**src/hw/rtl/tmet_pkg.sv**
```systemverilog
`timescale 1ns / 1ps
// ----------------------------------------------------------------------------
// tmet_pkg
// Types, codes and helpers shared by the mouse escape translator.
// ----------------------------------------------------------------------------
package tmet_pkg;

	localparam int PendDepth = 6;
	localparam int QueueDepth = 4;
	localparam int QueuePtrW = $clog2(QueueDepth);

	localparam logic [7:0] EscCode = 8'd27;
	localparam logic [7:0] ChLbrack = 8'h5b;
	localparam logic [7:0] ChM = 8'h4d;
	localparam logic [7:0] ChSemi = 8'h3b;
	localparam logic [7:0] ChOne = 8'h31;
	localparam logic [7:0] ChT = 8'h74;
	localparam logic [7:0] ChMinus = 8'h2d;
	localparam logic [7:0] ChZero = 8'h30;
	localparam logic [7:0] BtnOffset = 8'd32;
	localparam logic [8:0] PosOffset = 9'd33;
	localparam logic [15:0] TimeoutReset = 16'd200;
	localparam logic [15:0] ElapsedMax = 16'hffff;

	localparam logic [8:0] KindPress = 9'd31;
	localparam logic [8:0] KindRelease = 9'd32;
	localparam logic [8:0] KindMotion = 9'd33;

	typedef struct packed {
		logic       command;
		logic [7:0] data_byte;
	} in_item_t;

	typedef struct packed {
		logic [7:0] out_byte;
		logic       last;
	} out_item_t;

	// token between sequencer and formatter: a byte or a signed decimal
	typedef struct packed {
		logic       is_dec;
		logic       last;
		logic [8:0] val;
	} tok_t;

	typedef enum logic [1:0] {
		PARSE_REC,
		PARSE_UNK,
		PARSE_INC
	} parse_t;

	typedef enum logic [1:0] {
		F_IDLE,
		F_SCAN,
		F_REPORT
	} front_state_t;

	typedef struct packed {
		logic [3:0][7:0] chars;
		logic [2:0]      len;
	} dec_t;

	// split a signed value of small magnitude into ascii characters
	function automatic dec_t dec_split(logic [8:0] v);
		dec_t       d;
		logic [7:0] u;
		logic [7:0] r;
		logic [3:0] h;
		logic [3:0] t;
		logic [7:0] o;
		logic [2:0] k;
		u = v[8] ? 8'(-v) : v[7:0];
		if (u >= 8'd200) begin
			h = 4'd2;
			r = u - 8'd200;
		end else if (u >= 8'd100) begin
			h = 4'd1;
			r = u - 8'd100;
		end else begin
			h = 4'd0;
			r = u;
		end
		t = 4'd0;
		for (int i = 1; i < 10; i++) begin
			if (r >= 8'(i * 10)) t = 4'(i);
		end
		o = r - 8'({4'd0, t} * 8'd10);
		d.chars = '0;
		k = 3'd0;
		if (v[8]) begin
			d.chars[k[1:0]] = ChMinus;
			k = k + 3'd1;
		end
		if (u >= 8'd100) begin
			d.chars[k[1:0]] = ChZero + {4'd0, h};
			k = k + 3'd1;
		end
		if (u >= 8'd10) begin
			d.chars[k[1:0]] = ChZero + {4'd0, t};
			k = k + 3'd1;
		end
		d.chars[k[1:0]] = ChZero + o;
		d.len = k + 3'd1;
		return d;
	endfunction

endpackage

```
**src/hw/rtl/tmet_queue.sv**
```systemverilog
`timescale 1ns / 1ps
// ----------------------------------------------------------------------------
// tmet_queue
// Short token queue between the sequencer and the formatter.
// ----------------------------------------------------------------------------
module tmet_queue (
	input  logic            clk,
	input  logic            arst_n,
	input  logic            push,
	input  tmet_pkg::tok_t  wdata,
	output logic            full,
	input  logic            pop,
	output tmet_pkg::tok_t  rdata,
	output logic            empty
);
	import tmet_pkg::*;

	tok_t                 mem_q [QueueDepth];
	logic [QueuePtrW-1:0] wptr_q;
	logic [QueuePtrW-1:0] rptr_q;
	logic [QueuePtrW:0]   count_q;

	assign full = (count_q == (QueuePtrW + 1)'(QueueDepth));
	assign empty = (count_q == '0);
	assign rdata = mem_q[rptr_q];

	// storage
	always_ff @(posedge clk) begin
		if (push) mem_q[wptr_q] <= wdata;
	end

	// pointers and fill level
	always_ff @(posedge clk or negedge arst_n) begin
		if (!arst_n) begin
			wptr_q <= '0;
			rptr_q <= '0;
			count_q <= '0;
		end else begin
			if (push) wptr_q <= wptr_q + 1'b1;
			if (pop) rptr_q <= rptr_q + 1'b1;
			if (push && !pop) count_q <= count_q + 1'b1;
			else if (pop && !push) count_q <= count_q - 1'b1;
		end
	end

endmodule

```
**src/hw/rtl/tmet_front.sv**
```systemverilog
`timescale 1ns / 1ps
// ----------------------------------------------------------------------------
// tmet_front
// Accepts bytes and ticks, keeps the pending sequence and emits tokens.
// ----------------------------------------------------------------------------
module tmet_front (
	input  logic               clk,
	input  logic               arst_n,
	input  logic               in_valid,
	output logic               in_ready,
	input  tmet_pkg::in_item_t in_data,
	input  logic               cfg_we,
	input  logic [15:0]        cfg_wdata,
	output logic               q_push,
	output tmet_pkg::tok_t     q_wdata,
	input  logic               q_full
);
	import tmet_pkg::*;

	front_state_t state_q, state_d;
	logic [7:0]  pend_q [PendDepth];
	logic [2:0]  cnt_q;
	logic        wait_q;
	logic [15:0] elapsed_q;
	logic [2:0]  held_q;
	logic [15:0] timeout_q;
	logic [3:0]  step_q;
	logic        hold_v_q;
	tok_t        hold_q;

	parse_t      parse;
	logic        emit_ok;
	logic        emit;
	tok_t        emit_tok;
	logic        shift1;
	logic        fin;
	logic        set_wait;
	logic        clr_wait;
	logic        rep_start;
	logic        rep_done;
	logic        accept;

	logic [7:0]  b;
	logic        motion;
	logic        release_k;
	logic        press;
	logic [2:0]  btn;
	logic [8:0]  kind;

	assign accept = in_valid && in_ready;
	assign emit_ok = !hold_v_q || !q_full;

	// classify the pending sequence
	always_comb begin
		if (cnt_q < 3'd2) parse = PARSE_INC;
		else if (pend_q[1] != ChLbrack) parse = PARSE_UNK;
		else if (cnt_q < 3'd3) parse = PARSE_INC;
		else if (pend_q[2] != ChM) parse = PARSE_UNK;
		else if (cnt_q < 3'd6) parse = PARSE_INC;
		else parse = PARSE_REC;
	end

	// mouse report fields
	assign b = pend_q[3] - BtnOffset;
	assign motion = b[5];
	assign release_k = !b[5] && (b[1:0] == 2'd3);
	assign press = !motion && !release_k;
	assign btn = 3'd4 >> b[1:0];
	assign kind = motion ? KindMotion : (release_k ? KindRelease : KindPress);

	// actions
	always_comb begin
		in_ready = 1'b0;
		emit = 1'b0;
		emit_tok = '0;
		shift1 = 1'b0;
		fin = 1'b0;
		set_wait = 1'b0;
		clr_wait = 1'b0;
		rep_start = 1'b0;
		rep_done = 1'b0;
		unique case (state_q)
			F_IDLE: in_ready = 1'b1;
			F_SCAN: begin
				if (cnt_q == 3'd0) begin
					fin = emit_ok;
				end else if (pend_q[0] != EscCode) begin
					emit = emit_ok;
					emit_tok = '{is_dec: 1'b0, last: 1'b0, val: {1'b0, pend_q[0]}};
					shift1 = emit_ok;
				end else begin
					priority case (parse)
						PARSE_REC: rep_start = 1'b1;
						PARSE_UNK: begin
							emit = emit_ok;
							emit_tok = '{is_dec: 1'b0, last: 1'b0, val: {1'b0, EscCode}};
							shift1 = emit_ok;
							clr_wait = emit_ok;
						end
						default: begin
							if (!wait_q) begin
								set_wait = 1'b1;
							end else if (elapsed_q >= timeout_q) begin
								emit = emit_ok;
								emit_tok = '{is_dec: 1'b0, last: 1'b0, val: {1'b0, EscCode}};
								shift1 = emit_ok;
								clr_wait = emit_ok;
							end else begin
								fin = emit_ok;
							end
						end
					endcase
				end
			end
			F_REPORT: begin
				emit = emit_ok;
				emit_tok.last = 1'b0;
				unique case (step_q)
					4'd0: emit_tok = '{1'b0, 1'b0, {1'b0, EscCode}};
					4'd1: emit_tok = '{1'b0, 1'b0, {1'b0, ChLbrack}};
					4'd2: emit_tok = '{1'b1, 1'b0, kind};
					4'd4: emit_tok = '{1'b1, 1'b0, {1'b0, pend_q[5]} - PosOffset};
					4'd6: emit_tok = '{1'b1, 1'b0, {1'b0, pend_q[4]} - PosOffset};
					4'd3, 4'd5, 4'd7: emit_tok = '{1'b0, 1'b0, {1'b0, ChSemi}};
					4'd8: emit_tok = '{1'b1, 1'b0, {6'd0, press ? btn : held_q}};
					4'd9: emit_tok = '{1'b0, 1'b0, {1'b0, press ? ChSemi : ChT}};
					4'd10: emit_tok = '{1'b0, 1'b0, {1'b0, ChOne}};
					default: emit_tok = '{1'b0, 1'b0, {1'b0, ChT}};
				endcase
				rep_done = emit_ok && ((!press && step_q == 4'd9) || step_q == 4'd11);
			end
			default: ;
		endcase
	end

	// next state
	always_comb begin
		state_d = state_q;
		unique case (state_q)
			F_IDLE: if (accept) state_d = F_SCAN;
			F_SCAN: begin
				if (fin) state_d = F_IDLE;
				else if (rep_start) state_d = F_REPORT;
			end
			F_REPORT: if (rep_done) state_d = F_SCAN;
			default: state_d = F_IDLE;
		endcase
	end

	// token handoff, last token is held until the item is finished
	always_comb begin
		q_push = hold_v_q && (emit || fin);
		q_wdata = hold_q;
		q_wdata.last = fin;
	end

	// pending bytes
	always_ff @(posedge clk) begin
		if (accept && !in_data.command) begin
			pend_q[cnt_q] <= in_data.data_byte;
		end else if (shift1) begin
			for (int i = 0; i < PendDepth - 1; i++) pend_q[i] <= pend_q[i + 1];
		end
	end

	// holding token
	always_ff @(posedge clk) begin
		if (emit) hold_q <= emit_tok;
	end

	// control state
	always_ff @(posedge clk or negedge arst_n) begin
		if (!arst_n) begin
			state_q <= F_IDLE;
			cnt_q <= '0;
			wait_q <= 1'b0;
			elapsed_q <= '0;
			held_q <= '0;
			timeout_q <= TimeoutReset;
			step_q <= '0;
			hold_v_q <= 1'b0;
		end else begin
			state_q <= state_d;
			if (cfg_we) timeout_q <= cfg_wdata;
			if (accept) begin
				if (in_data.command) begin
					if (wait_q && elapsed_q != ElapsedMax) elapsed_q <= elapsed_q + 16'd1;
				end else begin
					cnt_q <= cnt_q + 3'd1;
				end
			end
			if (shift1) cnt_q <= cnt_q - 3'd1;
			if (set_wait) begin
				wait_q <= 1'b1;
				elapsed_q <= '0;
			end
			if (clr_wait) wait_q <= 1'b0;
			if (rep_start) step_q <= '0;
			else if (emit && state_q == F_REPORT) step_q <= step_q + 4'd1;
			if (rep_done) begin
				cnt_q <= '0;
				wait_q <= 1'b0;
				if (press) held_q <= held_q | btn;
				else if (release_k) held_q <= '0;
			end
			if (emit) hold_v_q <= 1'b1;
			else if (fin) hold_v_q <= 1'b0;
		end
	end

endmodule

```
**src/hw/rtl/tmet_back.sv**
```systemverilog
`timescale 1ns / 1ps
// ----------------------------------------------------------------------------
// tmet_back
// Expands tokens into output bytes and drives the output register.
// ----------------------------------------------------------------------------
module tmet_back (
	input  logic                clk,
	input  logic                arst_n,
	output logic                q_pop,
	input  tmet_pkg::tok_t      q_rdata,
	input  logic                q_empty,
	output logic                out_valid,
	input  logic                out_ready,
	output tmet_pkg::out_item_t out_data
);
	import tmet_pkg::*;

	logic            cur_v_q;
	logic [3:0][7:0] chars_q;
	logic [2:0]      len_q;
	logic [1:0]      idx_q;
	logic            last_q;
	logic            out_v_q;
	out_item_t       out_q;

	dec_t            dec;
	logic            advance;
	logic            final_char;

	assign dec = dec_split(q_rdata.val);
	assign advance = !out_v_q || out_ready;
	assign final_char = ({1'b0, idx_q} + 3'd1) == len_q;
	assign q_pop = !cur_v_q && !q_empty;
	assign out_valid = out_v_q;
	assign out_data = out_q;

	// token expansion registers
	always_ff @(posedge clk) begin
		if (q_pop) begin
			if (q_rdata.is_dec) begin
				chars_q <= dec.chars;
				len_q <= dec.len;
			end else begin
				chars_q <= {24'd0, q_rdata.val[7:0]};
				len_q <= 3'd1;
			end
			last_q <= q_rdata.last;
		end
		if (advance && cur_v_q) begin
			out_q.out_byte <= chars_q[idx_q];
			out_q.last <= last_q && final_char;
		end
	end

	// control
	always_ff @(posedge clk or negedge arst_n) begin
		if (!arst_n) begin
			cur_v_q <= 1'b0;
			idx_q <= '0;
			out_v_q <= 1'b0;
		end else begin
			if (q_pop) begin
				cur_v_q <= 1'b1;
				idx_q <= '0;
			end else if (advance && cur_v_q) begin
				idx_q <= idx_q + 2'd1;
				if (final_char) cur_v_q <= 1'b0;
			end
			if (advance) out_v_q <= cur_v_q;
		end
	end

endmodule

```
**src/hw/rtl/terminal_mouse_escape_translator_top.sv**
```systemverilog
`timescale 1ns / 1ps
// ----------------------------------------------------------------------------
// terminal_mouse_escape_translator_top
// Translates xterm X10 mouse reports in a terminal byte stream to text.
// ----------------------------------------------------------------------------
// Input channel in_valid/in_ready carries a byte or a tick; output channel
// out_valid/out_ready carries translated bytes, last marking the final byte
// caused by one input transfer. cfg_we/cfg_wdata set the escape timeout.
// The sequencer takes one input transfer while idle and works through the
// pending bytes at one decision per cycle while the queue has room, pushing
// tokens (a byte or a decimal number) into a four-entry queue. The formatter
// pops a token, then sends its bytes one per cycle while the receiver is
// ready, through a registered output stage, and pops the next token only
// after the last byte of the current one has been sent. A mouse report
// yields up to 17 bytes in 12 tokens.
// Reset clears the pending sequence and held buttons and sets the timeout to 200 ticks.
// When the receiver stalls the output stage holds, the queue fills and the
// sequencer waits; input is refused until the current item is finished.
// ----------------------------------------------------------------------------
module terminal_mouse_escape_translator_top (
	input  logic                clk,
	input  logic                arst_n,
	input  logic                in_valid,
	output logic                in_ready,
	input  tmet_pkg::in_item_t  in_data,
	output logic                out_valid,
	input  logic                out_ready,
	output tmet_pkg::out_item_t out_data,
	input  logic                cfg_we,
	input  logic [15:0]         cfg_wdata
);
	import tmet_pkg::*;

	logic q_push;
	tok_t q_wdata;
	logic q_full;
	logic q_pop;
	tok_t q_rdata;
	logic q_empty;

	// sequencer
	tmet_front u_front (
		.clk       (clk),
		.arst_n    (arst_n),
		.in_valid  (in_valid),
		.in_ready  (in_ready),
		.in_data   (in_data),
		.cfg_we    (cfg_we),
		.cfg_wdata (cfg_wdata),
		.q_push    (q_push),
		.q_wdata   (q_wdata),
		.q_full    (q_full)
	);

	// token queue
	tmet_queue u_queue (
		.clk    (clk),
		.arst_n (arst_n),
		.push   (q_push),
		.wdata  (q_wdata),
		.full   (q_full),
		.pop    (q_pop),
		.rdata  (q_rdata),
		.empty  (q_empty)
	);

	// formatter
	tmet_back u_back (
		.clk       (clk),
		.arst_n    (arst_n),
		.q_pop     (q_pop),
		.q_rdata   (q_rdata),
		.q_empty   (q_empty),
		.out_valid (out_valid),
		.out_ready (out_ready),
		.out_data  (out_data)
	);

endmodule

```
**config.mk**
```make
export PLATFORM = sky130hd
export DESIGN_NAME = terminal_mouse_escape_translator_top
export DESIGN_NICKNAME = d
export VERILOG_FILES = /design/src/hw/rtl/tmet_pkg.sv /design/src/hw/rtl/tmet_queue.sv /design/src/hw/rtl/tmet_front.sv /design/src/hw/rtl/tmet_back.sv /design/src/hw/rtl/terminal_mouse_escape_translator_top.sv
export SDC_FILE = /design/constraint.sdc
export NUM_CORES = 1
export LEC_CHECK = 0
export BUFFER_PORTS_ARGS = -buffer_cell sky130_fd_sc_hd__buf_2
export CORE_MARGIN = 3
export CORE_UTILIZATION = 45
export DETAILED_ROUTE_END_ITERATION = 16
export HOLD_SLACK_MARGIN = 0.1
export PLACE_DENSITY = 0.61
export SETUP_SLACK_MARGIN = 0.2
export SYNTH_ARGS = -nofsm -noshare
export SYNTH_HDL_FRONTEND = slang
export SYNTH_SLANG_ARGS = --single-unit
```
**constraint.sdc**
```tcl
create_clock -name clk -period 13.55 [get_ports clk]
set_input_delay 1.355 -clock clk [delete_from_list [all_inputs] [get_ports clk]]
set_output_delay 1.355 -clock clk [all_outputs]
set_load 0.01 [all_outputs]
```
==> results.py <==
metrics = {
    "clock_tree": {
        "post_cts_buffers": 0,
        "numCtsBuffers": 23,
        "tritoncts": "built",
        "cts_root_buf": "clkbuf_16",
        "clk_transition_reported_paths_ns": 0.06,
        "clockBufferDepth": 3,
        "clock-sinks": 204,
        "ctsResizeCount": 0,
        "htree_levels": 1,
        "clk_latency_ns": 0.51,
        "ctsHoldBuffers": 0,
    },
    "floorplanning": {
        "core.rowCount": 57,
        "die_area_sq_mm": 0.0275,
        "ios": 41,
        "core_sq_mm": 0.0247,
        "start_util_pct": 46.6,
        "die_x_um": 166,
        "die_h_um": 166,
    },
    "sta": {
        "max_freq_ghz": 0.128,
        "hold_slack_ns": 0.490,
        "tightest_slew_ns": 1.08,
        "finalCriticalPeriod_ns": 7.83,
        "drv_slew": 0,
        "fin_skew_ns": 0.0248,
        "setup_tns_ns": 0,
        "timing.final.crit_share_pct": 57.8,
        "final-setup-viol-count": 0,
        "hold_viol_final": 0,
        "rsz0062_at_grt": "no",
        "maxSlewHeadroom_pct": 27.2,
    },
    "setup_path": {
        "ff2ff_setup_slack_ns": 5.72,
        "cp_common_cell": "inv_1",
        "r2r_cells": 34,
        "cp-start-kind": "flip-flop",
        "path_max_fanout": 15,
        "required_ns": 13.82,
        "timing.rr.start": "u_queue.rptr_q[0]",
        "critPathMaxStageDelay_ns": 0.86,
        "cp_slowest_cell": "dfrtp_1",
        "endpoint_kind": "flip-flop",
        "cp.depth": 34,
        "crit_type": "reg2reg",
        "path_buf_inv": 9,
        "startpoint": "u_queue.rptr_q[0]",
        "r2r_end": "u_back.chars_q[15]",
        "arrival_ns": 8.09,
        "cpLargestDelayFamily": "adder cells",
    },
    "hold_path": {
        "holdPathStages": 2,
        "min_path_type": "reg2reg",
        "whs_endpoint": "u_front.held_q[1]",
        "min_from": "u_front.held_q[1]",
    },
    "drt": {
        "drc": 0,
        "viasPerCell": 5.60,
        "wl_met3_um": 753,
        "drt_iter0_markers": 512,
        "wl_met2_mm": 11.5,
        "dr.pass1.iters": 6,
        "wl_per_cell_um": 17.2,
        "drt-total-wl_mm": 23.7,
        "drtAntennaViolNets": 0,
        "met1_length_mm": 10.6,
        "top_layer": "met4",
        "vias": 7694,
    },
    "global_route": {
        "grt_overflow": 0,
        "grt_max_degree": 58,
        "antenna_found_initial": 0,
        "first_global_vias": 7575,
        "gr-usage-all-layers_pct": 17.1,
        "grt_pass1_wl_mm": 39.3,
    },
    "yosys": {
        "synth_edf_count": 147,
        "syn_inst": 995,
        "syn-mean-instance-area_sq_um": 11.5,
        "synthFlopType": "edfxtp_1",
        "yosysWarnings": 0,
        "synth_area_sq_mm": 0.0115,
        "ys_ff_latch": 204,
        "synth_cell_types": 88,
        "ys_seq_area_share_pct": 50.9,
        "synthArstFlopShare_pct": 27.9,
        "syn-num-nets": 1092,
    },
    "final_layout": {
        "stdcell_area_sq_mm": 0.0128,
        "nets": 1130,
        "antennaDiodeCount": 0,
        "drive_above_1_share_pct": 17.5,
        "layout.cells.non_filler": 1374,
        "syn2layout_area_growth_pct": 11.1,
    },
    "place": {
        "gp_congestion": 0.843,
        "dpl_cell_area_sq_mm": 0.0120,
        "io_buffers": 40,
        "dp.final_hpwl_mm": 17.1,
        "dp.cells": 1332,
    },
    "run": {
        "maxCapViolCount": 0,
    },
    "run_status": {
        "outcome": "finished, final reports clean",
    },
}
-- synthesized netlist by cell type, types with 17 or more instances --
master | count | area [sq um]
mux4_2 | 18 | 405
edfxtp_1 | 147 | 4410
ha_1 | 63 | 788
inv_1 | 64 | 240
o21ai_0 | 52 | 260
xnor2_1 | 28 | 245
dfrtp_1 | 54 | 1350
a21oi_1 | 54 | 270
and2_1 | 19 | 119
nor2b_1 | 17 | 106
nand2_1 | 67 | 251
nand3_1 | 25 | 125
nor2_1 | 71 | 267
xor2_1 | 19 | 166
mux2_2 | 43 | 484
clkbuf_1 | 28 | 105
-- metal layers --
metal,global-route usage [%],vias up
li1,-,3756
met1,23.1,3710
met2,28.8,169
met3,2.07,59
met4,5.75,0
met5,0,-
-- how the worst max path moves through the flow --
stage	to
2_1_floorplan	u_back.chars_q[15]
3_3_place_gp	u_back.chars_q[31]
3_5_place_dp	u_back.chars_q[31]
4_1_cts	u_back.chars_q[31]
5_1_grt	u_back.chars_q[15]
6_report	u_back.chars_q[15]
-- cell type report --
cell class	instances	area (sq um)
fill	2207	11900
sequential	204	5840
multi-input combinational	686	5240
clock buffer	23	576
tap	324	405
timing repair buffer	49	268
inverter	69	259
clock inverter	19	183
-- registers in the layout, indices dropped and copies added (netlist names), 4 cells and up --
signal	flops
u_queue.mem_q	44
u_back.chars_q	32
u_front.q_wdata	10
u_back.out_data	9
u_front.pend_q	48
u_front.elapsed_q	16
u_front.step_q	4
u_front.timeout_q	16
-- cells by family (layout without fill, tap and decap cells) --
logic type / Yosys count / count (layout) / share of synthesized area [%]
AO/OA/AOI/OAI: 217 / 217 / 13.2
XOR/XNOR: 47 / 47 / 3.58
adder cells (fa/ha/maj): 68 / 68 / 7.65
buffers and inverters: 105 / 160 / 3.68
flip-flops: 204 / 204 / 50.9
multiplexers: 74 / 74 / 8.87
AND/OR/NAND/NOR: 280 / 280 / 12.1
-- worst min-delay path, delay by kind of cell (launching register included) --
family | cells | cell delay (ns)
flip-flops | 1 | 0.35
AO/OA/AOI/OAI | 1 | 0.06
AND/OR/NAND/NOR | 1 | 0.05
-- placed cells by master, fill, tap and decap left out, types with 28 or more instances in the layout --
cell	Yosys	layout
xnor2_1	28	28
edfxtp_1	147	147
nand2_1	67	67
a21oi_1	54	54
inv_1	64	64
o21ai_0	52	51
dfrtp_1	54	54
mux2_2	43	43
nor2_1	71	71
buf_2	2	40
ha_1	63	63
-- metrics by stage --
step / setup slack, ns / utilization [%]
floorplan: 6.88 / -
global placement: 5.87 / 48.7
detailed placement: 5.78 / 48.7
CTS: 5.74 / 51.8
global route: 5.06 / 51.8
finish: 5.72 / 51.8
Power is not shown: default switching activity piles up to over one toggle a cycle in this logic, so the estimate is an artifact.
